$ cat src/design/dhcp_reply_parser_macros.svh
// Assertion macros shared by the DHCP reply parser.
// Expects clk and arst_n to be in scope where used.
`ifndef DHCP_REPLY_PARSER_MACROS_SVH
`define DHCP_REPLY_PARSER_MACROS_SVH

// Same-cycle implication, disabled during reset.
`define DRP_ASSERT_NOW(label, ante, cons, msg) \
	label: assert property (@(posedge clk) disable iff (!arst_n) (ante) |-> (cons)) \
		else $error(msg);

// Next-cycle implication, disabled during reset.
`define DRP_ASSERT_NEXT(label, ante, cons, msg) \
	label: assert property (@(posedge clk) disable iff (!arst_n) (ante) |=> (cons)) \
		else $error(msg);

`endif

$ cat src/design/dhcp_pkg.sv
// Types and constants for the DHCP reply parser.
// No dependencies; imported by every module of the block.
package dhcp_pkg;

	localparam int unsigned FIFO_DEPTH_DEF = 2;

	localparam logic [7:0]  HDR_LEN       = 8'd240;
	localparam logic [7:0]  HDR_LAST      = 8'd239;
	localparam logic [31:0] MAGIC_COOKIE  = 32'h6382_5363;
	localparam logic [31:0] MASK_RESET    = 32'hFFFF_FF00;
	localparam logic [7:0]  OP_REPLY      = 8'd2;
	localparam logic [7:0]  OPT_PAD       = 8'd0;
	localparam logic [7:0]  OPT_MASK      = 8'd1;
	localparam logic [7:0]  OPT_GATEWAY   = 8'd3;
	localparam logic [7:0]  OPT_DNS       = 8'd6;
	localparam logic [7:0]  OPT_MSG_TYPE  = 8'd53;
	localparam logic [7:0]  OPT_SERVER_ID = 8'd54;
	localparam logic [7:0]  OPT_END       = 8'd255;
	localparam logic [7:0]  TYPE_OFFER    = 8'd2;
	localparam logic [7:0]  TYPE_ACK      = 8'd5;

	localparam logic KIND_BYTE  = 1'b0;
	localparam logic KIND_START = 1'b1;

	typedef struct packed {
		logic       kind;
		logic [7:0] data_byte;
		logic       last_byte;
	} in_item_t;

	typedef struct packed {
		logic        accepted;
		logic [7:0]  message_type;
		logic        offer_seen;
		logic        ack_seen;
		logic [31:0] lease_address;
		logic [31:0] lease_mask;
		logic [31:0] lease_gateway;
		logic [31:0] lease_dns;
		logic [31:0] lease_server;
	} out_item_t;

	// Classified byte: the item plus its position in the packet (saturates at HDR_LEN).
	typedef struct packed {
		in_item_t   item;
		logic [7:0] pos;
	} entry_t;

	typedef struct packed {
		logic full;
		logic not_empty;
	} fifo_status_t;

endpackage

$ cat src/design/dhcp_front.sv
// Front end: takes input transfers and tags each byte with its packet position.
// Uses dhcp_pkg; feeds dhcp_fifo.
module dhcp_front import dhcp_pkg::*; (
	input  logic         clk,
	input  logic         arst_n,
	input  logic         in_valid,
	input  in_item_t     in_data,
	output logic         in_stall,
	input  fifo_status_t fifo_st,
	output logic         push,
	output entry_t       push_data
);

	logic [7:0] pos_q;

	assign in_stall       = fifo_st.full;
	assign push           = in_valid && !fifo_st.full;
	assign push_data.item = in_data;
	assign push_data.pos  = pos_q;

	always_ff @(posedge clk or negedge arst_n) begin
		if (!arst_n) begin
			pos_q <= '0;
		end else if (push) begin
			if (in_data.kind == KIND_START || in_data.last_byte)
				pos_q <= '0;
			else if (pos_q != HDR_LEN)
				pos_q <= pos_q + 8'd1;
		end
	end

endmodule

$ cat src/design/dhcp_fifo.sv
// Short queue between front end and parser back end.
// Uses dhcp_pkg for the entry and status types.
module dhcp_fifo import dhcp_pkg::*; #(
	parameter int unsigned DEPTH = FIFO_DEPTH_DEF
) (
	input  logic         clk,
	input  logic         arst_n,
	input  logic         push,
	input  entry_t       push_data,
	input  logic         pop,
	output entry_t       pop_data,
	output fifo_status_t status
);

	localparam int unsigned PTR_W = (DEPTH > 1) ? $clog2(DEPTH) : 1;
	localparam int unsigned CNT_W = $clog2(DEPTH + 1);
	localparam logic [PTR_W-1:0] PTR_LAST = PTR_W'(DEPTH - 1);
	localparam logic [CNT_W-1:0] CNT_FULL = CNT_W'(DEPTH);

	entry_t           mem_q [DEPTH];
	logic [PTR_W-1:0] wr_ptr_q;
	logic [PTR_W-1:0] rd_ptr_q;
	logic [CNT_W-1:0] count_q;

	assign status.full      = (count_q == CNT_FULL);
	assign status.not_empty = (count_q != '0);
	assign pop_data         = mem_q[rd_ptr_q];

	always_ff @(posedge clk) begin
		if (push)
			mem_q[wr_ptr_q] <= push_data;
	end

	always_ff @(posedge clk or negedge arst_n) begin
		if (!arst_n) begin
			wr_ptr_q <= '0;
			rd_ptr_q <= '0;
			count_q  <= '0;
		end else begin
			if (push)
				wr_ptr_q <= (wr_ptr_q == PTR_LAST) ? '0 : wr_ptr_q + PTR_W'(1);
			if (pop)
				rd_ptr_q <= (rd_ptr_q == PTR_LAST) ? '0 : rd_ptr_q + PTR_W'(1);
			if (push && !pop)
				count_q <= count_q + CNT_W'(1);
			else if (pop && !push)
				count_q <= count_q - CNT_W'(1);
		end
	end

endmodule

$ cat src/design/dhcp_back.sv
// Back end: header checks, option walk, lease store and the result register.
// Uses dhcp_pkg; drains dhcp_fifo.
module dhcp_back import dhcp_pkg::*; (
	input  logic         clk,
	input  logic         arst_n,
	input  logic [31:0]  tid,
	input  fifo_status_t fifo_st,
	input  entry_t       entry,
	output logic         pop,
	output logic         out_valid,
	input  logic         out_stall,
	output out_item_t    out_data
);

	typedef enum logic [1:0] {PH_CODE, PH_LEN, PH_VALUE, PH_DONE} phase_t;

	phase_t      phase_q, phase_n;
	logic        hg_q, hg_n;
	logic [7:0]  code_q, code_n;
	logic [7:0]  rem_q, rem_n;
	logic [7:0]  len_q, len_n;
	logic [31:0] vc_q, vc_n;
	logic [7:0]  ptype_q, ptype_n;
	logic [31:0] shift_q, shift_n;
	logic [31:0] addr_q, addr_n;
	logic [31:0] mask_q, mask_n;
	logic [31:0] gw_q, gw_n;
	logic [31:0] dns_q, dns_n;
	logic [31:0] srv_q, srv_n;
	logic        offer_q, offer_n;
	logic        ack_q, ack_n;
	logic        result;
	logic        acc;
	logic [7:0]  mtype;
	logic [7:0]  b;
	logic [7:0]  pos;
	out_item_t   out_q;
	out_item_t   res_data;
	logic        out_valid_q;

	assign pop       = fifo_st.not_empty && (!out_valid_q || !out_stall);
	assign out_valid = out_valid_q;
	assign out_data  = out_q;
	assign b         = entry.item.data_byte;
	assign pos       = entry.pos;

	always_comb begin
		phase_n = phase_q;
		hg_n    = hg_q;
		code_n  = code_q;
		rem_n   = rem_q;
		len_n   = len_q;
		vc_n    = vc_q;
		ptype_n = ptype_q;
		shift_n = shift_q;
		addr_n  = addr_q;
		mask_n  = mask_q;
		gw_n    = gw_q;
		dns_n   = dns_q;
		srv_n   = srv_q;
		offer_n = offer_q;
		ack_n   = ack_q;
		result  = 1'b0;
		acc     = 1'b0;
		mtype   = '0;

		if (entry.item.kind == KIND_BYTE && pos < HDR_LEN) begin
			if (pos == 8'd0 && b != OP_REPLY)
				hg_n = 1'b0;
			if (pos inside {[8'd4:8'd7], [8'd236:8'd239]})
				shift_n = {shift_q[23:0], b};
			if (pos == 8'd7 && shift_n != tid)
				hg_n = 1'b0;
			if (pos inside {[8'd16:8'd19]})
				vc_n = {vc_q[23:0], b};
			if (pos == HDR_LAST) begin
				if (shift_n != MAGIC_COOKIE)
					hg_n = 1'b0;
				if (hg_n)
					addr_n = vc_q;
			end
		end else if (entry.item.kind == KIND_BYTE && hg_q) begin
			case (phase_q)
				PH_CODE: begin
					if (b == OPT_END) begin
						phase_n = PH_DONE;
					end else if (b != OPT_PAD) begin
						code_n  = b;
						phase_n = PH_LEN;
					end
				end
				PH_LEN: begin
					len_n   = b;
					rem_n   = b;
					vc_n    = '0;
					phase_n = (b == 8'd0) ? PH_CODE : PH_VALUE;
				end
				PH_VALUE: begin
					if ((len_q - rem_q) < 8'd4)
						vc_n = {vc_q[23:0], b};
					rem_n = rem_q - 8'd1;
					if (rem_n == 8'd0) begin
						phase_n = PH_CODE;
						if (code_q == OPT_MSG_TYPE) begin
							if (len_q >= 8'd4) begin
								ptype_n = vc_n[31:24];
							end else begin
								case (len_q[1:0])
									2'd1:    ptype_n = vc_n[7:0];
									2'd2:    ptype_n = vc_n[15:8];
									2'd3:    ptype_n = vc_n[23:16];
									default: ptype_n = ptype_q;
								endcase
							end
						end else if (len_q >= 8'd4) begin
							case (code_q)
								OPT_MASK:      mask_n = vc_n;
								OPT_GATEWAY:   gw_n   = vc_n;
								OPT_DNS:       dns_n  = vc_n;
								OPT_SERVER_ID: srv_n  = vc_n;
								default:       ;
							endcase
						end
					end
				end
				default: ;
			endcase
		end

		if (entry.item.kind == KIND_BYTE && entry.item.last_byte) begin
			result = 1'b1;
			acc    = hg_n && (pos >= HDR_LAST);
			mtype  = acc ? ptype_n : 8'd0;
			if (acc && mtype == TYPE_OFFER)
				offer_n = 1'b1;
			else if (acc && mtype == TYPE_ACK)
				ack_n = 1'b1;
		end

		if (entry.item.kind == KIND_START) begin
			offer_n = 1'b0;
			ack_n   = 1'b0;
		end

		res_data.accepted      = acc;
		res_data.message_type  = mtype;
		res_data.offer_seen    = offer_n;
		res_data.ack_seen      = ack_n;
		res_data.lease_address = addr_n;
		res_data.lease_mask    = mask_n;
		res_data.lease_gateway = gw_n;
		res_data.lease_dns     = dns_n;
		res_data.lease_server  = srv_n;
	end

	always_ff @(posedge clk or negedge arst_n) begin
		if (!arst_n) begin
			phase_q     <= PH_CODE;
			hg_q        <= 1'b1;
			code_q      <= '0;
			rem_q       <= '0;
			len_q       <= '0;
			vc_q        <= '0;
			ptype_q     <= '0;
			shift_q     <= '0;
			addr_q      <= '0;
			mask_q      <= MASK_RESET;
			gw_q        <= '0;
			dns_q       <= '0;
			srv_q       <= '0;
			offer_q     <= 1'b0;
			ack_q       <= 1'b0;
			out_valid_q <= 1'b0;
			out_q       <= '0;
		end else begin
			if (out_valid_q && !out_stall)
				out_valid_q <= 1'b0;
			if (pop) begin
				addr_q  <= addr_n;
				mask_q  <= mask_n;
				gw_q    <= gw_n;
				dns_q   <= dns_n;
				srv_q   <= srv_n;
				offer_q <= offer_n;
				ack_q   <= ack_n;
				if (entry.item.kind == KIND_START || entry.item.last_byte) begin
					// packet restart
					phase_q <= PH_CODE;
					hg_q    <= 1'b1;
					code_q  <= '0;
					rem_q   <= '0;
					len_q   <= '0;
					vc_q    <= '0;
					ptype_q <= '0;
					shift_q <= '0;
				end else begin
					phase_q <= phase_n;
					hg_q    <= hg_n;
					code_q  <= code_n;
					rem_q   <= rem_n;
					len_q   <= len_n;
					vc_q    <= vc_n;
					ptype_q <= ptype_n;
					shift_q <= shift_n;
				end
				if (result) begin
					out_valid_q <= 1'b1;
					out_q       <= res_data;
				end
			end
		end
	end

endmodule

$ cat src/design/dhcp_reply_parser.sv
// DHCP reply parser top level. Uses dhcp_pkg, dhcp_front, dhcp_fifo, dhcp_back.
// Throughput: one item per cycle; the parser back end handles one byte a cycle
// while the output is not stalled. After its last byte is transferred, a result
// passes the queue, then the result register, and is held up by a stalled output.
// Reset: asynchronous, active low; clears queue, parser state, flags, lease store;
// the lease mask resets to MASK_RESET. No clearing pass is needed after reset.
`include "dhcp_reply_parser_macros.svh"
module dhcp_reply_parser import dhcp_pkg::*; #(
	parameter int unsigned FIFO_DEPTH = FIFO_DEPTH_DEF
) (
	input  logic        clk,
	input  logic        arst_n,
	input  logic        cfg_we,
	input  logic [31:0] cfg_wdata,
	input  logic        in_valid,
	output logic        in_stall,
	input  in_item_t    in_data,
	output logic        out_valid,
	input  logic        out_stall,
	output out_item_t   out_data
);

	logic [31:0]  tid_q;
	fifo_status_t fifo_st;
	logic         push;
	logic         pop;
	entry_t       push_data;
	entry_t       pop_data;

	always_ff @(posedge clk or negedge arst_n) begin
		if (!arst_n)
			tid_q <= '0;
		else if (cfg_we)
			tid_q <= cfg_wdata;
	end

	dhcp_front u_front (
		.clk       (clk),
		.arst_n    (arst_n),
		.in_valid  (in_valid),
		.in_data   (in_data),
		.in_stall  (in_stall),
		.fifo_st   (fifo_st),
		.push      (push),
		.push_data (push_data)
	);

	dhcp_fifo #(.DEPTH(FIFO_DEPTH)) u_fifo (
		.clk       (clk),
		.arst_n    (arst_n),
		.push      (push),
		.push_data (push_data),
		.pop       (pop),
		.pop_data  (pop_data),
		.status    (fifo_st)
	);

	dhcp_back u_back (
		.clk       (clk),
		.arst_n    (arst_n),
		.tid       (tid_q),
		.fifo_st   (fifo_st),
		.entry     (pop_data),
		.pop       (pop),
		.out_valid (out_valid),
		.out_stall (out_stall),
		.out_data  (out_data)
	);

	`DRP_ASSERT_NOW(a_reject_no_type, out_valid && !out_data.accepted, out_data.message_type == 8'd0, "rejected packet reports a message type")
	`DRP_ASSERT_NOW(a_offer_sticky, out_valid && out_data.accepted && out_data.message_type == TYPE_OFFER, out_data.offer_seen, "offer not flagged")
	`DRP_ASSERT_NOW(a_ack_sticky, out_valid && out_data.accepted && out_data.message_type == TYPE_ACK, out_data.ack_seen, "ack not flagged")
	`DRP_ASSERT_NEXT(a_pop_needs_data, !fifo_st.not_empty && !push, !pop, "pop from empty queue")

endmodule
$ cat config.mk
export PLATFORM = sky130hd
export DESIGN_NAME = dhcp_reply_parser
export DESIGN_NICKNAME = d
export VERILOG_FILES = /design/src/design/dhcp_pkg.sv /design/src/design/dhcp_front.sv /design/src/design/dhcp_fifo.sv /design/src/design/dhcp_back.sv /design/src/design/dhcp_reply_parser.sv
export VERILOG_INCLUDE_DIRS = /design/src /design/src/design
export SDC_FILE = /design/constraint.sdc
export NUM_CORES = 1
export LEC_CHECK = 0
export BUFFER_PORTS_ARGS = -buffer_cell sky130_fd_sc_hd__buf_2
export CORE_MARGIN = 4
export CORE_UTILIZATION = 49
export DETAILED_ROUTE_END_ITERATION = 7
export GPL_ROUTABILITY_DRIVEN = 0
export HOLD_SLACK_MARGIN = 0.12
export PLACE_DENSITY = 0.68
export SLEW_MARGIN = 5
export SYNTH_ARGS = -nofsm -noshare
export SYNTH_HDL_FRONTEND = slang
export SYNTH_SLANG_ARGS = --single-unit
$ cat constraint.sdc
create_clock -name clk -period 4.3 [get_ports clk]
set_clock_uncertainty 0.05 [all_clocks]
set_input_delay 0.86 -clock clk [delete_from_list [all_inputs] [get_ports clk]]
set_output_delay 0.86 -clock clk [all_outputs]
set_load 0.05 [all_outputs]
After elaboration in Yosys (flattened, before gate mapping)
Memory sizes are Yosys's and may differ from the RTL's.
Cells that the tools add are included.
- $add $sub $neg: 7
- order comparisons: 10
- equality and inequality tests: 25
- muxes and demuxes: 101
- bitwise logic cells: 1
- reduce and logical (&&, ||, !) cells: 50
- operators by type and width (cell ; count):
    2-to-1 mux 32 bit ; 40
    2-to-1 mux 8 bit ; 24
    case mux 32 bit (2 select lines) ; 1
    != test 32 x 31 -> 1 bit, second input constant ; 1
    != test 32 bit ; 1
    == test 8 x 3 -> 1 bit, second input constant ; 3
    logical NOT 8 bit ; 3
    2-to-1 mux 1 bit ; 24
    case mux 8 bit (3 select lines) ; 1
    2-to-1 mux 2 bit ; 9
    nonzero test 2 bit ; 9
    == test 8 x 2 -> 1 bit, second input constant ; 2
    == test 8 x 6 -> 1 bit, second input constant ; 2
    == test 8 bit, second input constant ; 2
    >= comparator 8 x 3 -> 1 bit, second input constant ; 2
    >= comparator 8 bit, second input constant ; 2
    logical AND 1 bit ; 16
    case mux 8 bit (2 select lines) ; 1
    AND reduction 4 bit ; 3
    AND reduction 6 bit ; 2
    adder 8 x 1 -> 8 bit, second input constant ; 1
    == test 2 bit, second input constant ; 4
    == test 8 x 1 -> 1 bit, second input constant ; 1
    >= comparator 8 x 5 -> 1 bit, second input constant ; 1
    26 further kinds ; 39
- register bits: 477
- memory bits (writable): 36
- bits of input ports: 47
- output and inout bits: 173
- word-level logic and storage cells: 225
- memories kept: 1
- memory list (name ; depth ; bits a word ; rd ports ; clocked after memory_dff ; wr ports ; RTL line ; text):
    u_fifo.mem_q ; 2 ; 18 ; 1 ; 0 ; 1 ; dhcp_fifo.sv:20 ; entry_t mem_q [DEPTH];

Logic depth before layout (Yosys ltp)
Gate-level depths: netlist of the first run.
An unclocked memory read counts as a cell.
- depth in word-level cells: 22
- mapped depth: 14
- mapped depth without buffers: 12

Hierarchy
From an unflattened synthesis of the first run, not the netlist that was laid out.
- cells, all modules: 2310
- area, all modules: 23480.0 um^2
- by module, submodules not included (module ; times used ; cells each ; area each (um^2) ; seq. area each (um^2)):
    dhcp_back ; 1 ; 2108 ; 20046.7 ; 10866.7
    dhcp_fifo ; 1 ; 72 ; 1537.7 ; 1181.1
    dhcp_reply_parser ; 1 ; 68 ; 1345.0 ; 800.8
    dhcp_front ; 1 ; 62 ; 550.5 ; 200.2

Worst setup path after synthesis of the first run
OpenSTA, ideal clock, no wires.
- kind: register to register
- start point: reg u_back.rem_q[2]
- end point: reg u_back.offer_q
- library setup time: 0.075 ns
- arrival time: 3.046 ns
- data required time: 4.175 ns
- setup slack: 1.129 ns
- stages on the path, launching flop included: 14
- buffers on the path: 1
- clock period less this slack: 3.171 ns
- path through: dfrtp_1 inv_1 ha_1 a21oi_1 o21ai_2 a211oi_4 xor2_1 nor2_1 buf_2 o32ai_1 a211o_1 o22a_1 or3_4 o21ai_2
- word-level cells in the longest chain between the ends: 16
- elaborated cells on any way between the ends: 18
- those cells by class: add/sub (2); order compare (1); eq/ne (1); mux (12); reduce/logical (2)
- ends and longest elaborated chain (what ; RTL line ; text):
    from (decl) ; dhcp_back.sv:20 ; logic [7:0] rem_q, rem_n;
    from (signal assigned) ; dhcp_back.sv:200 ; rem_q <= rem_n;
    subtractor 8 bit ; dhcp_back.sv:99 ; if ((len_q - rem_q) < 8'd4)
    less-than comparator 8 x 3 -> 1 bit ; dhcp_back.sv:99 ;
    2-to-1 mux 32 bit ; dhcp_back.sv:99 ;
    case mux 8 bit (3 select lines) ; dhcp_back.sv:108 ; case (len_q[1:0])
    2-to-1 mux 8 bit ; dhcp_back.sv:105 ; if (len_q >= 8'd4) begin
    2-to-1 mux 8 bit ; dhcp_back.sv:104 ; if (code_q == OPT_MSG_TYPE) begin
    2-to-1 mux 8 bit (*) ; dhcp_back.sv:102 ; if (rem_n == 8'd0) begin
    2-to-1 mux 8 bit (*) ; dhcp_back.sv:83 ; case (phase_q)
    2-to-1 mux 8 bit (*) ; dhcp_back.sv:82 ; end else if (entry.item.kind == KIND_BYTE && hg_q) begin
    2-to-1 mux 8 bit (*) ; dhcp_back.sv:67 ; if (entry.item.kind == KIND_BYTE && pos < HDR_LEN) begin
    2-to-1 mux 8 bit (*) ; dhcp_back.sv:133 ; mtype = acc ? ptype_n : 8'd0;
    == test 8 x 2 -> 1 bit (*) ; dhcp_back.sv:134 ; if (acc && mtype == TYPE_OFFER)
    logical AND 1 bit (*) ; dhcp_back.sv:134 ;
    2-to-1 mux 1 bit (*) ; dhcp_back.sv:134 ;
    2-to-1 mux 1 bit (*) ; dhcp_back.sv:130 ; if (entry.item.kind == KIND_BYTE && entry.item.last_byte) begin
    2-to-1 mux 1 bit (*) ; dhcp_back.sv:140 ; if (entry.item.kind == KIND_START) begin
    to (signal assigned) ; dhcp_back.sv:184 ; offer_q <= offer_n;
    to (decl) ; dhcp_back.sv:30 ; logic offer_q, offer_n;
Mark *: on every way between the ends. The rest lies on a longest branch, timed or not.
A chain may end at the register's enable or synchronous reset.

Final worst setup path of the first run
- start point: reg u_back.rem_q[0]
- end point: reg u_back.out_q, in the netlist u_back.out_data[79]
- word-level cells in the longest chain between the ends: 10
- elaborated cells on any way between the ends: 12
- those cells by class: add/sub (2); order compare (1); mux (8); reduce/logical (1)
- ends and longest elaborated chain (what ; RTL line ; text):
    subtractor 8 bit ; dhcp_back.sv:99 ;
    less-than comparator 8 x 3 -> 1 bit ; dhcp_back.sv:99 ;
    2-to-1 mux 32 bit ; dhcp_back.sv:99 ;
    2-to-1 mux 32 bit ; dhcp_back.sv:116 ; case (code_q)
    2-to-1 mux 32 bit ; dhcp_back.sv:115 ; end else if (len_q >= 8'd4) begin
    2-to-1 mux 32 bit ; dhcp_back.sv:104 ;
    2-to-1 mux 32 bit (*) ; dhcp_back.sv:102 ;
    2-to-1 mux 32 bit (*) ; dhcp_back.sv:83 ;
    2-to-1 mux 32 bit (*) ; dhcp_back.sv:82 ;
    2-to-1 mux 32 bit (*) ; dhcp_back.sv:67 ;
    to (signal assigned) ; dhcp_back.sv:208 ; out_q <= res_data;
    to (decl) ; dhcp_back.sv:37 ; out_item_t out_q;
Marked as above.

==> impl_metrics.prom, run 1 <==
# TYPE chip_impl_metric gauge
chip_impl_metric{name="path_clk_slew",unit="ns"} 0.06
chip_impl_metric{name="dr_total_vias",unit=""} 18730
chip_impl_info{name="outcome",value="finished clean"} 1
chip_impl_metric{name="seq_area_frac_synth",unit=""} 0.5570
chip_impl_info{name="yosys.cell_count.top_type",value="dfrtp_1"} 1
chip_impl_metric{name="syn_inst",unit=""} 2408
chip_impl_metric{name="initial_core_util",unit=""} 0.4989
chip_impl_metric{name="cts.sinks",unit=""} 513
chip_impl_metric{name="grt_overflow",unit=""} 0
chip_impl_metric{name="power-per-cell-area",unit="nW/um2"} 595.4
chip_impl_metric{name="netlist.area_leader.share",unit=""} 0.4829
chip_impl_metric{name="detail_route.vias_per_cell",unit=""} 5.778
chip_impl_metric{name="cts-htree-levels",unit=""} 2
chip_impl_metric{name="crit_path_max_fanout",unit=""} 44
chip_impl_metric{name="fin_setup_tns",unit="ns"} 0
chip_impl_metric{name="detailed_placement_wirelength_estimate",unit="um"} 45350
chip_impl_metric{name="p_leak",unit="nW"} 11.95
chip_impl_metric{name="worst-slew-pin-transition",unit="ns"} 1.109
chip_impl_metric{name="chipWidth",unit="um"} 226.6
chip_impl_info{name="synth_commonest_cells",value="dfrtp_1, nand2_1, o21ai_0, nor2_1, clkbuf_1"} 1
chip_impl_metric{name="die_height",unit="um"} 226.6
chip_impl_metric{name="syn_nets",unit=""} 2469
chip_impl_metric{name="dr_wl_met3",unit="um"} 4416
chip_impl_metric{name="maxCapViolCount",unit=""} 0
chip_impl_metric{name="synth_cell_type_count",unit=""} 92
chip_impl_metric{name="grt_pass1_wl",unit="um"} 103500
chip_impl_metric{name="synth.cell_area",unit="um2"} 23420
chip_impl_info{name="top_signal_layer_used",value="met4"} 1
chip_impl_metric{name="drt-total-wl",unit="um"} 66610
chip_impl_info{name="synth_top_area_cell",value="dfrtp_1"} 1
chip_impl_info{name="crit_path_end_kind",value="flop"} 1
chip_impl_metric{name="rows",unit=""} 79
chip_impl_metric{name="vdd_ir_max",unit="V"} 0.0006774
chip_impl_metric{name="clkLatencyLatePin",unit="ns"} 0.61
chip_impl_metric{name="cts_post_setup_buffers_inserted",unit=""} 0
chip_impl_metric{name="cp.arrival",unit="ns"} 4.21
chip_impl_metric{name="met1_routed_wirelength_after_detailed_routing",unit="um"} 28180
chip_impl_metric{name="post-route-period-util",unit=""} 0.8795
chip_impl_metric{name="synth_async_sr_flop_share",unit=""} 0.9298
chip_impl_metric{name="ys_ff_latch",unit=""} 513
chip_impl_metric{name="final-setup-viol-count",unit=""} 0
chip_impl_metric{name="post_cts.resized_instances",unit=""} 0
chip_impl_metric{name="io-pin-count",unit=""} 220
chip_impl_metric{name="hold_viol_final",unit=""} 0
chip_impl_info{name="cts_root_buffer",value="clkbuf_16"} 1
chip_impl_info{name="worst-setup-path-type",value="flop to flop"} 1
chip_impl_metric{name="placed_cell_area",unit="um2"} 25300
chip_impl_info{name="synth-main-ff-cell",value="dfrtp_1"} 1
chip_impl_metric{name="post_cts_hold_buffer_count",unit=""} 0
chip_impl_metric{name="routed_wire_length_per_instance",unit="um"} 20.55
chip_impl_metric{name="worst-endpoint-required",unit="ns"} 4.73
chip_impl_metric{name="core_area",unit="um2"} 46950
chip_impl_info{name="cts_tree",value="done"} 1
chip_impl_metric{name="gr-usage-all-layers",unit=""} 0.2559
chip_impl_metric{name="edff_count_synth",unit=""} 36
chip_impl_metric{name="residual_antenna_violating_net_count_after_detailed_routing",unit=""} 0
chip_impl_info{name="hold_path_class",value="input pin to asynchronous set/reset pin"} 1
chip_impl_metric{name="fmax",unit="MHz"} 264.4
chip_impl_metric{name="grt_start_max_net_pins",unit=""} 111
chip_impl_metric{name="post-route-worst-setup-slack",unit="ns"} 0.5182
chip_impl_metric{name="detail_route.first_pass.iterations",unit=""} 6
chip_impl_metric{name="placement.io_buffers",unit=""} 219
chip_impl_metric{name="drcViolationCount",unit=""} 0
chip_impl_info{name="grt_setup_unrepaired",value="false"} 1
chip_impl_metric{name="met2_length",unit="um"} 31520
chip_impl_metric{name="layout_min_cycle_time",unit="ns"} 3.782
chip_impl_metric{name="final_cell_area",unit="um2"} 27190
chip_impl_metric{name="initialDrtViolationCount",unit=""} 2076
chip_impl_metric{name="drive_gt1_frac",unit=""} 0.1926
chip_impl_metric{name="dieArea",unit="um2"} 51370
chip_impl_metric{name="synth.avg_cell_area",unit="um2"} 9.728
chip_impl_metric{name="preCtsSetupSlack",unit="ns"} 0.5713
chip_impl_metric{name="finish.net_count",unit=""} 2652
chip_impl_metric{name="synth.yosys.warnings",unit=""} 0
chip_impl_metric{name="cts_inserted_buffers",unit=""} 52
chip_impl_metric{name="max-slew-margin-rel",unit=""} 0.2556
chip_impl_metric{name="maxSlewViolCount",unit=""} 0
chip_impl_metric{name="number_of_global_route_vias_before_repair",unit=""} 18010
chip_impl_metric{name="number_of_antenna_violations_at_the_first_check_in_global_routing",unit=""} 0
chip_impl_info{name="critPathLaunchType",value="flop"} 1
chip_impl_metric{name="area_growth_syn_to_layout",unit="%"} 16.08
chip_impl_info{name="leading_post_synthesis_cells_by_cell_area",value="dfrtp_1, o21ai_0, nand2_1"} 1
chip_impl_metric{name="cts-root-to-sink-buffers",unit=""} 3
## layout by cell type (no fill, tap or decap), types with 11 or more instances in the layout
cell	instances
dfrtp_1	452
nand2_1	428
o21ai_0	403
buf_2	218
nor2_1	197
a21oi_1	120
buf_4	71
mux2_2	58
a22o_1	57
clkbuf_16	52
mux2i_1	44
o21ai_1	37
edfxtp_1	36
inv_1	33
xor2_1	27
xnor2_1	27
dfstp_2	25
nand3_1	23
a31oi_1	17
nand2b_1	16
nor4_1	16
nand4_1	15
ha_1	14
nor3_1	12
o31ai_1	12
clkbuf_8	12
clkinv_2	11
## path summary, 6_finish.rpt
kind                                startpoint                   end  slack (ns)  cells after the start
max in group asynchronous               arst_n             tid_q[18]        2.85                      2
max reg2reg                    u_back.rem_q[0]   u_back.out_data[79]        0.52                     10
min in group clk                    in_data[2]   u_fifo.mem_q[0][10]        0.40                      1
min reg2reg                u_back.out_data[38]   u_back.out_data[38]        0.42                      2
min                                     arst_n  u_back.out_data[107]        0.23                      1
max                            u_back.rem_q[0]   u_back.out_data[79]        0.52                     10
## per-stage QoR
step                hold WS, ns  power (W)  std cells  utilization
finish                   0.2339    0.01619       3241       0.5792
CTS                      0.2540    0.01616       3240       0.5791
global placement         0.4063    0.01112       3144       0.5388
floorplan                0.3936   0.009426       2408            -
global route             0.2783    0.01686       3240       0.5791
detailed placement       0.4154    0.01124       3144       0.5388
## cells by family after synthesis
kind of cell | count (synthesis) | synth area share
buf+inv | 201 | 0.03531
compound gates | 740 | 0.1853
xor+xnor | 55 | 0.02088
mux | 109 | 0.05085
simple gates | 776 | 0.1431
fa+ha+maj | 14 | 0.007478
flops | 513 | 0.5570
## per-layer routing
metal / vias up / GRT usage
li1: 8790 / -
met1: 9112 / 0.3534
met2: 688 / 0.4102
met3: 138 / 0.04195
met4: 0 / 0.09780
met5: - / 0
## power breakdown
part | leakage, nW | internal [W] | switching (W)
Clock | 0.930 | 0.00293 | 0.00198
Sequential | 6.81 | 0.00520 | 0.000318
Combinational | 4.22 | 0.00174 | 0.00403
## layout make-up
type	count	area [um2]
Clock buffer	68	1481
Tap cell	607	759.5
Sequential cell	513	13050
Multi-Input combinational cell	1694	9585
Antenna cell	1	2.502
Inverter	33	123.9
Clock inverter	28	411.6
Fill cell	4039	19760
Timing Repair Buffer	297	1779
## state kept, by name, indices dropped and copies added, names as in the netlist, 32 cells and up
| signal | cells |
|---|---|
| u_back.srv_q | 32 |
| u_back.addr_q | 32 |
| tid_q | 32 |
| u_back.shift_q | 32 |
| u_back.gw_q | 32 |
| u_back.mask_q | 32 |
| u_back.dns_q | 32 |
| u_fifo.mem_q | 36 |
| u_back.vc_q | 32 |
| u_back.out_data | 171 |
## worst max-delay path, cell delays in order (launching register included)
cell and delay (ns):
dfrtp_1 0.50, inv_1 0.09, ha_1 0.34, o21bai_1 0.22, a211o_1 0.33, a311oi_4 0.47
nand3_1 0.23, or4_2 0.78, buf_4 0.32, a21oi_1 0.22, o21ai_1 0.09
Note: power is estimated with default switching activity, not from simulation.
==> inputs of run 2 (changes only) <==
--- a/config.mk
+++ b/config.mk
@@ -9,6 +9,7 @@
 export BUFFER_PORTS_ARGS = -buffer_cell sky130_fd_sc_hd__buf_2
 export CORE_MARGIN = 4
 export CORE_UTILIZATION = 49
+export CTS_BUF_LIST = sky130_fd_sc_hd__clkbuf_8
 export DETAILED_ROUTE_END_ITERATION = 7
 export GPL_ROUTABILITY_DRIVEN = 0
 export HOLD_SLACK_MARGIN = 0.12
==> impl_metrics.prom, run 2 (synthesis results as in run 1) <==
# TYPE chip_impl_metric gauge
chip_impl_metric{name="grt_overflow",unit=""} 0
chip_impl_metric{name="area_growth_syn_to_layout",unit="%"} 15.46
chip_impl_metric{name="max-slew-margin-rel",unit=""} 0.2178
chip_impl_metric{name="placed_cell_area",unit="um2"} 25300
chip_impl_metric{name="gr-usage-all-layers",unit=""} 0.2567
chip_impl_metric{name="detailed_placement_wirelength_estimate",unit="um"} 45350
chip_impl_metric{name="p_leak",unit="nW"} 12.04
chip_impl_metric{name="seqCellArea",unit="um2"} 13050
chip_impl_metric{name="largest_register_ffs",unit=""} 171
chip_impl_metric{name="post-route-period-util",unit=""} 0.8767
chip_impl_metric{name="fin_total_pwr",unit="W"} 0.01567
chip_impl_metric{name="post_cts.resized_instances",unit=""} 0
chip_impl_info{name="crit-reg2reg-capture",value="u_back.out_data[160]"} 1
chip_impl_info{name="timing.critical_path.max_delay_family",value="compound AO/OA/AOI/OAI gates"} 1
chip_impl_metric{name="maxCapViolCount",unit=""} 0
chip_impl_info{name="most_common_cell_type_on_the_critical_path",value="nand2_1"} 1
chip_impl_metric{name="switchingPower",unit="W"} 0.006321
chip_impl_metric{name="initialDrtViolationCount",unit=""} 2005
chip_impl_metric{name="detail_route.vias_per_cell",unit=""} 5.730
chip_impl_metric{name="crit_path_max_fanout",unit=""} 20
chip_impl_info{name="r2r_start",value="u_back.len_q[1]"} 1
chip_impl_metric{name="fmax",unit="MHz"} 265.3
chip_impl_info{name="outcome",value="finished clean"} 1
chip_impl_metric{name="die_height",unit="um"} 226.6
chip_impl_metric{name="clkLatencyLatePin",unit="ns"} 0.67
chip_impl_metric{name="drt-total-wl",unit="um"} 66520
chip_impl_metric{name="cpPeakStageDelay",unit="ns"} 0.71
chip_impl_metric{name="power.clock.fraction",unit=""} 0.280
chip_impl_metric{name="drcViolationCount",unit=""} 0
chip_impl_metric{name="cts-root-to-sink-buffers",unit=""} 3
chip_impl_metric{name="worst-slew-pin-transition",unit="ns"} 1.165
chip_impl_metric{name="switching_share",unit=""} 0.4035
chip_impl_metric{name="cts.sinks",unit=""} 513
chip_impl_metric{name="finalNonFillerCells",unit=""} 3299
chip_impl_info{name="hold_path_class",value="input pin to asynchronous set/reset pin"} 1
chip_impl_metric{name="hold_viol_final",unit=""} 0
chip_impl_metric{name="nFillCells",unit=""} 4082
chip_impl_metric{name="core_area",unit="um2"} 46950
chip_impl_metric{name="cp.arrival",unit="ns"} 4.31
chip_impl_metric{name="pwr-share-comb",unit=""} 0.368
chip_impl_metric{name="post_cts_hold_buffer_count",unit=""} 0
chip_impl_metric{name="cts_inserted_buffers",unit=""} 86
chip_impl_metric{name="cts_post_setup_buffers_inserted",unit=""} 0
chip_impl_metric{name="fin_setup_tns",unit="ns"} 0
chip_impl_info{name="critPathLaunchType",value="flop"} 1
chip_impl_metric{name="drive_gt1_frac",unit=""} 0.2003
chip_impl_metric{name="post-place-cells",unit=""} 3144
chip_impl_metric{name="worst-endpoint-required",unit="ns"} 4.84
chip_impl_info{name="worst-setup-path-type",value="flop to flop"} 1
chip_impl_metric{name="dieArea",unit="um2"} 51370
chip_impl_info{name="commonest_cells_after_routing_fill_and_taps_aside",value="dfrtp_1, nand2_1, o21ai_0"} 1
chip_impl_metric{name="worst-r2r-cell-count",unit=""} 12
chip_impl_metric{name="grt_start_max_net_pins",unit=""} 111
chip_impl_info{name="crit_path_end_kind",value="flop"} 1
chip_impl_info{name="grt_setup_unrepaired",value="false"} 1
chip_impl_metric{name="path_clk_slew",unit="ns"} 0.06
chip_impl_metric{name="placement.io_buffers",unit=""} 219
chip_impl_metric{name="internal-power",unit="W"} 0.009344
chip_impl_metric{name="reg2reg_slack",unit="ns"} 0.53
chip_impl_metric{name="dr_total_vias",unit=""} 18900
chip_impl_metric{name="power-per-cell-area",unit="nW/um2"} 579.2
chip_impl_metric{name="rows",unit=""} 79
chip_impl_info{name="mostFrequentLayoutCell",value="dfrtp_1"} 1
chip_impl_metric{name="vdd_ir_max",unit="V"} 0.0006710
chip_impl_metric{name="cts-htree-levels",unit=""} 3
chip_impl_metric{name="number_of_global_route_vias_before_repair",unit=""} 18250
chip_impl_metric{name="finish.net_count",unit=""} 2686
chip_impl_metric{name="initial_core_util",unit=""} 0.4989
chip_impl_metric{name="chipWidth",unit="um"} 226.6
chip_impl_info{name="critical-path-slowest-cell",value="dfrtp_1"} 1
chip_impl_metric{name="grt_pass1_wl",unit="um"} 103400
chip_impl_metric{name="residual_antenna_violating_net_count_after_detailed_routing",unit=""} 0
chip_impl_metric{name="share_seq_of_total_power",unit=""} 0.352
chip_impl_metric{name="final-setup-viol-count",unit=""} 0
chip_impl_metric{name="hold_slack",unit="ns"} 0.1794
chip_impl_metric{name="multi_input_comb_area",unit="um2"} 9585
chip_impl_metric{name="layout_min_cycle_time",unit="ns"} 3.770
chip_impl_metric{name="number_of_antenna_violations_at_the_first_check_in_global_routing",unit=""} 0
chip_impl_info{name="cts_tree",value="done"} 1
chip_impl_metric{name="detail_route.first_pass.iterations",unit=""} 6
chip_impl_info{name="path_cells",value="ha_1 -> nand2_1 -> o21ai_2 -> a211oi_4 -> xor2_1 -> nor2_2 -> buf_4 -> nand2_1 -> a21boi_0 -> o22a_1 -> nand3_1 -> o21ai_1"} 1
chip_impl_metric{name="final_cell_area",unit="um2"} 27050
chip_impl_metric{name="routed_wire_length_per_instance",unit="um"} 20.16
chip_impl_info{name="cts_root_buffer",value="clkbuf_8"} 1
chip_impl_metric{name="io-pin-count",unit=""} 220
chip_impl_metric{name="crit_buf_inv",unit=""} 1
chip_impl_metric{name="maxSlewViolCount",unit=""} 0
## run 2: power by group through the flow
| stage | registers (W) | logic (W) | clock network, W |
|---|---|---|---|
| 5_1_grt | 0.00556 | 0.00612 | 0.00469 |
| 3_3_place_gp | 0.00557 | 0.00554 | 0 |
| 4_1_cts | 0.00551 | 0.00566 | 0.00448 |
| 6_report | 0.00552 | 0.00576 | 0.00439 |
| 3_5_place_dp | 0.00559 | 0.00565 | 0 |
| 2_1_floorplan | 0.00561 | 0.00382 | 0 |
## run 2: worst register-to-register path, cell delays in order (launching register included)
cell and delay, ns:
dfrtp_1 0.71, ha_1 0.37, nand2_1 0.11, o21ai_2 0.08
a211oi_4 0.38, xor2_1 0.15, nor2_2 0.54, buf_4 0.37
nand2_1 0.07, a21boi_0 0.32, o22a_1 0.26, nand3_1 0.12
o21ai_1 0.15
## run 2: routing by layer
| layer | share of wire | GRT usage | up-vias |
|---|---|---|---|
| li1 | - | - | 8888 |
| met1 | 0.42 | 0.3483 | 9144 |
| met2 | 0.47 | 0.4080 | 720 |
| met3 | 0.070 | 0.05075 | 150 |
| met4 | 0.038 | 0.1060 | 0 |
| met5 | 0 | 0 | - |
## run 2: how the worst max path moves through the flow
stage,start,to,slack (ns),cells past startpoint
after global routing,u_back.len_q[1],u_back.out_data[41],0.21,11
after global placement,u_back.len_q[1],u_back.out_data[46],0.67,12
final,u_back.len_q[1],u_back.out_data[160],0.53,12
after CTS,u_back.rem_q[0],u_back.out_data[65],0.58,11
after detailed placement,u_back.rem_q[0],u_back.out_data[64],0.57,11
after floorplan,u_back.rem_q[2],u_back.offer_q,1.13,13
## run 2: layout make-up
type	instances	area share
inverters	33	0.004580
flip-flops and latches	513	0.4824
clock buffers	102	0.05190
well taps	607	0.02808
clock inverters	52	0.01272
repair buffers	297	0.06578
multi-input cells	1694	0.3544
diodes	1	0.00009252
## run 2: metrics by stage
stage | util | worst slack [ns]
floorplan | - | 1.129
global placement | 0.5388 | 0.6727
detailed placement | 0.5388 | 0.5713
CTS | 0.5760 | 0.5779
global route | 0.5760 | 0.2102
finish | 0.5761 | 0.5301
==> inputs of run 3 (changes only) <==
--- a/config.mk
+++ b/config.mk
@@ -6,14 +6,15 @@
 export SDC_FILE = /design/constraint.sdc
 export NUM_CORES = 1
 export LEC_CHECK = 0
+export ABC_AREA = 1
 export BUFFER_PORTS_ARGS = -buffer_cell sky130_fd_sc_hd__buf_2
 export CORE_MARGIN = 4
-export CORE_UTILIZATION = 49
+export CORE_UTILIZATION = 60
 export CTS_BUF_LIST = sky130_fd_sc_hd__clkbuf_8
 export DETAILED_ROUTE_END_ITERATION = 7
 export GPL_ROUTABILITY_DRIVEN = 0
 export HOLD_SLACK_MARGIN = 0.12
-export PLACE_DENSITY = 0.68
+export PLACE_DENSITY = 0.8
 export SLEW_MARGIN = 5
 export SYNTH_ARGS = -nofsm -noshare
 export SYNTH_HDL_FRONTEND = slang
==> impl_metrics.prom, run 3 <==
# TYPE chip_impl_metric gauge
chip_impl_info{name="outcome",value="finished clean"} 1
chip_impl_metric{name="post-place-cells",unit=""} 3488
chip_impl_metric{name="finish.net_count",unit=""} 3118
chip_impl_metric{name="io-pin-count",unit=""} 220
chip_impl_metric{name="final_cell_area",unit="um2"} 26930
chip_impl_metric{name="cp.arrival",unit="ns"} 4.34
chip_impl_info{name="crit_path_end_kind",value="flop"} 1
chip_impl_metric{name="die_height",unit="um"} 206.5
chip_impl_metric{name="fmax",unit="MHz"} 259.5
chip_impl_metric{name="number_of_global_route_vias_before_repair",unit=""} 20090
chip_impl_info{name="r2r_start",value="u_back.rem_q[4]"} 1
chip_impl_info{name="grt_setup_unrepaired",value="false"} 1
chip_impl_metric{name="routed_wire_length_per_instance",unit="um"} 18.36
chip_impl_info{name="cts_tree",value="done"} 1
chip_impl_metric{name="dr_total_vias",unit=""} 21110
chip_impl_metric{name="largest_register_ffs",unit=""} 171
chip_impl_metric{name="cts_post_setup_buffers_inserted",unit=""} 0
chip_impl_metric{name="synth.cell_area",unit="um2"} 23630
chip_impl_info{name="synth_commonest_cells",value="nand2_1, o21ai_0, dfrtp_1, inv_1, o21ai_1"} 1
chip_impl_metric{name="placement.io_buffers",unit=""} 219
chip_impl_metric{name="fin_total_pwr",unit="W"} 0.01606
chip_impl_metric{name="dieArea",unit="um2"} 42630
chip_impl_metric{name="detail_route.first_pass.iterations",unit=""} 8
chip_impl_metric{name="rows",unit=""} 72
chip_impl_info{name="mostFrequentLayoutCell",value="nand2_1"} 1
chip_impl_metric{name="final-setup-viol-count",unit=""} 0
chip_impl_metric{name="p_leak",unit="nW"} 12.94
chip_impl_metric{name="vdd_ir_max",unit="V"} 0.0004854
chip_impl_metric{name="grt_pass1_wl",unit="um"} 105400
chip_impl_metric{name="hold_viol_final",unit=""} 0
chip_impl_metric{name="fin_setup_tns",unit="ns"} 0
chip_impl_metric{name="cts-root-to-sink-buffers",unit=""} 3
chip_impl_metric{name="syn_nets",unit=""} 2922
chip_impl_info{name="cp-startpoint",value="u_back.rem_q[4]"} 1
chip_impl_metric{name="post-route-period-util",unit=""} 0.8963
chip_impl_metric{name="grt_start_max_net_pins",unit=""} 258
chip_impl_metric{name="syn_inst",unit=""} 2861
chip_impl_metric{name="drcViolationCount",unit=""} 0
chip_impl_metric{name="cts.sinks",unit=""} 513
chip_impl_metric{name="maxSlewViolCount",unit=""} 0
chip_impl_metric{name="area_growth_syn_to_layout",unit="%"} 13.93
chip_impl_metric{name="cts_inserted_buffers",unit=""} 84
chip_impl_metric{name="initial_core_util",unit=""} 0.6087
chip_impl_metric{name="nFillCells",unit=""} 3076
chip_impl_info{name="synth_top_area_cell",value="dfrtp_1"} 1
chip_impl_metric{name="clkLatencyLatePin",unit="ns"} 0.67
chip_impl_metric{name="residual_antenna_violating_net_count_after_detailed_routing",unit=""} 0
chip_impl_metric{name="synth.avg_cell_area",unit="um2"} 8.261
chip_impl_metric{name="max-slew-margin-rel",unit=""} 0.3162
chip_impl_metric{name="netlist.area_leader.share",unit=""} 0.4786
chip_impl_info{name="worst-setup-path-type",value="flop to flop"} 1
chip_impl_metric{name="seq_area_frac_synth",unit=""} 0.5521
chip_impl_metric{name="synth_cell_type_count",unit=""} 48
chip_impl_metric{name="ys_ff_latch",unit=""} 513
chip_impl_metric{name="placed_cell_area",unit="um2"} 25200
chip_impl_metric{name="edff_count_synth",unit=""} 36
chip_impl_info{name="synth-main-ff-cell",value="dfrtp_1"} 1
chip_impl_metric{name="drive_gt1_frac",unit=""} 0.1444
chip_impl_metric{name="initialDrtViolationCount",unit=""} 2227
chip_impl_metric{name="detail_route.vias_per_cell",unit=""} 5.794
chip_impl_metric{name="worst-slew-pin-transition",unit="ns"} 1.026
chip_impl_metric{name="chipWidth",unit="um"} 206.5
chip_impl_metric{name="synth.yosys.warnings",unit=""} 0
chip_impl_metric{name="drt-total-wl",unit="um"} 66890
chip_impl_metric{name="grt_overflow",unit=""} 0
chip_impl_metric{name="detailed_placement_wirelength_estimate",unit="um"} 44710
chip_impl_info{name="leading_post_synthesis_cells_by_cell_area",value="dfrtp_1, nand2_1, o21ai_0"} 1
chip_impl_metric{name="worst-endpoint-required",unit="ns"} 4.79
chip_impl_metric{name="power-per-cell-area",unit="nW/um2"} 596.4
chip_impl_metric{name="layout_min_cycle_time",unit="ns"} 3.854
chip_impl_info{name="yosys.cell_count.top_type",value="nand2_1"} 1
chip_impl_metric{name="number_of_antenna_violations_at_the_first_check_in_global_routing",unit=""} 0
chip_impl_metric{name="path_clk_slew",unit="ns"} 0.07
chip_impl_metric{name="maxCapViolCount",unit=""} 0
chip_impl_metric{name="post_cts_hold_buffer_count",unit=""} 0
chip_impl_metric{name="cts-htree-levels",unit=""} 3
chip_impl_info{name="hold_path_class",value="input pin to asynchronous set/reset pin"} 1
chip_impl_metric{name="crit_path_max_fanout",unit=""} 19
chip_impl_metric{name="finalNonFillerCells",unit=""} 3643
chip_impl_info{name="cts_root_buffer",value="clkbuf_8"} 1
chip_impl_metric{name="synth_async_sr_flop_share",unit=""} 0.9298
chip_impl_info{name="commonest_cells_after_routing_fill_and_taps_aside",value="nand2_1, o21ai_0, dfrtp_1"} 1
chip_impl_info{name="critPathLaunchType",value="flop"} 1
chip_impl_metric{name="gr-usage-all-layers",unit=""} 0.3113
chip_impl_metric{name="core_area",unit="um2"} 38830
## run 3: stage by stage
stage / utilization / setup WS [ns] / hold slack (ns)
global placement: 0.6489 / 0.5740 / 0.4050
floorplan: - / 1.392 / 0.3921
finish: 0.6935 / 0.4458 / 0.2218
global route: 0.6934 / 0.1486 / 0.2831
detailed placement: 0.6489 / 0.3217 / 0.4141
CTS: 0.6928 / 0.3208 / 0.2555
## run 3: logic make-up after synthesis
family	after synthesis	synth area share
muxes	3	0.001271
DFF	513	0.5521
AOI/OAI and AO/OA	741	0.1653
xor gates and xnor gates	11	0.004077
adders and majority gates	14	0.007412
buffers and inverters	401	0.06633
and+or+nand+nor	1178	0.2035
## run 3: what timing repair did
item                                    CTS  global route
hold endpoints to repair                  0             0
endpoints found under the setup margin    0            64
resized for setup                         0             2
## run 3: worst paths after layout
| check | cells past startpoint | slack, ns | to |
|---|---|---|---|
| setup / recovery | 20 | 0.45 | u_back.out_data[161] |
| hold / removal | 1 | 0.22 | u_back.out_data[49] |
| setup reg to reg | 20 | 0.45 | u_back.out_data[161] |
| hold reg to reg | 2 | 0.43 | u_back.out_data[35] |
| max in group asynchronous | 2 | 2.90 | tid_q[21] |
| min in group clk | 1 | 0.34 | u_fifo.mem_q[1][11] |
## run 3: critical path, stage by stage (launching register included)
cell      delay, ns
dfrtp_1        0.38
inv_1          0.09
ha_1           0.34
nor2_1         0.17
nor2_1         0.08
a21oi_1        0.17
nand2_1        0.07
nand2_1        0.05
nand2_1        0.08
nand2_2        0.09
clkinv_1       0.44
nand2_1        0.23
nand2_1        0.26
o21ai_0        0.31
o21ai_0        0.13
a21oi_1        0.26
o21ai_1        0.15
nand3_1        0.14
nand3_1        0.09
nand2_1        0.10
inv_1          0.04
## run 3: routing by layer
layer / GRT usage / share of wire / routed length [um]
met1: 0.4152 / 0.39 / 26280
met2: 0.4921 / 0.47 / 31160
met3: 0.05241 / 0.085 / 5686
met4: 0.1663 / 0.056 / 3764
met5: 0 / 0 / 0
## run 3: final cells by class
cell class / count / area (um2) / share of cell area
Clock buffer: 105 / 1445 / 0.05367
Sequential cell: 513 / 13050 / 0.4846
Antenna cell: 1 / 2.502 / 0.00009293
Inverter: 249 / 943.4 / 0.03504
Clock inverter: 48 / 257.7 / 0.009572
Timing Repair Buffer: 261 / 1521 / 0.05650
Tap cell: 518 / 648.1 / 0.02407
Multi-Input combinational cell: 1948 / 9060 / 0.3365
## run 3: report_power, final
group | switching [W] | leakage (nW) | internal [W]
clock network | 0.00199 | 0.999 | 0.00228
logic | 0.00482 | 5.16 | 0.00138
registers | 0.000248 | 6.77 | 0.00534
total | 0.00706 | 12.9 | 0.00900
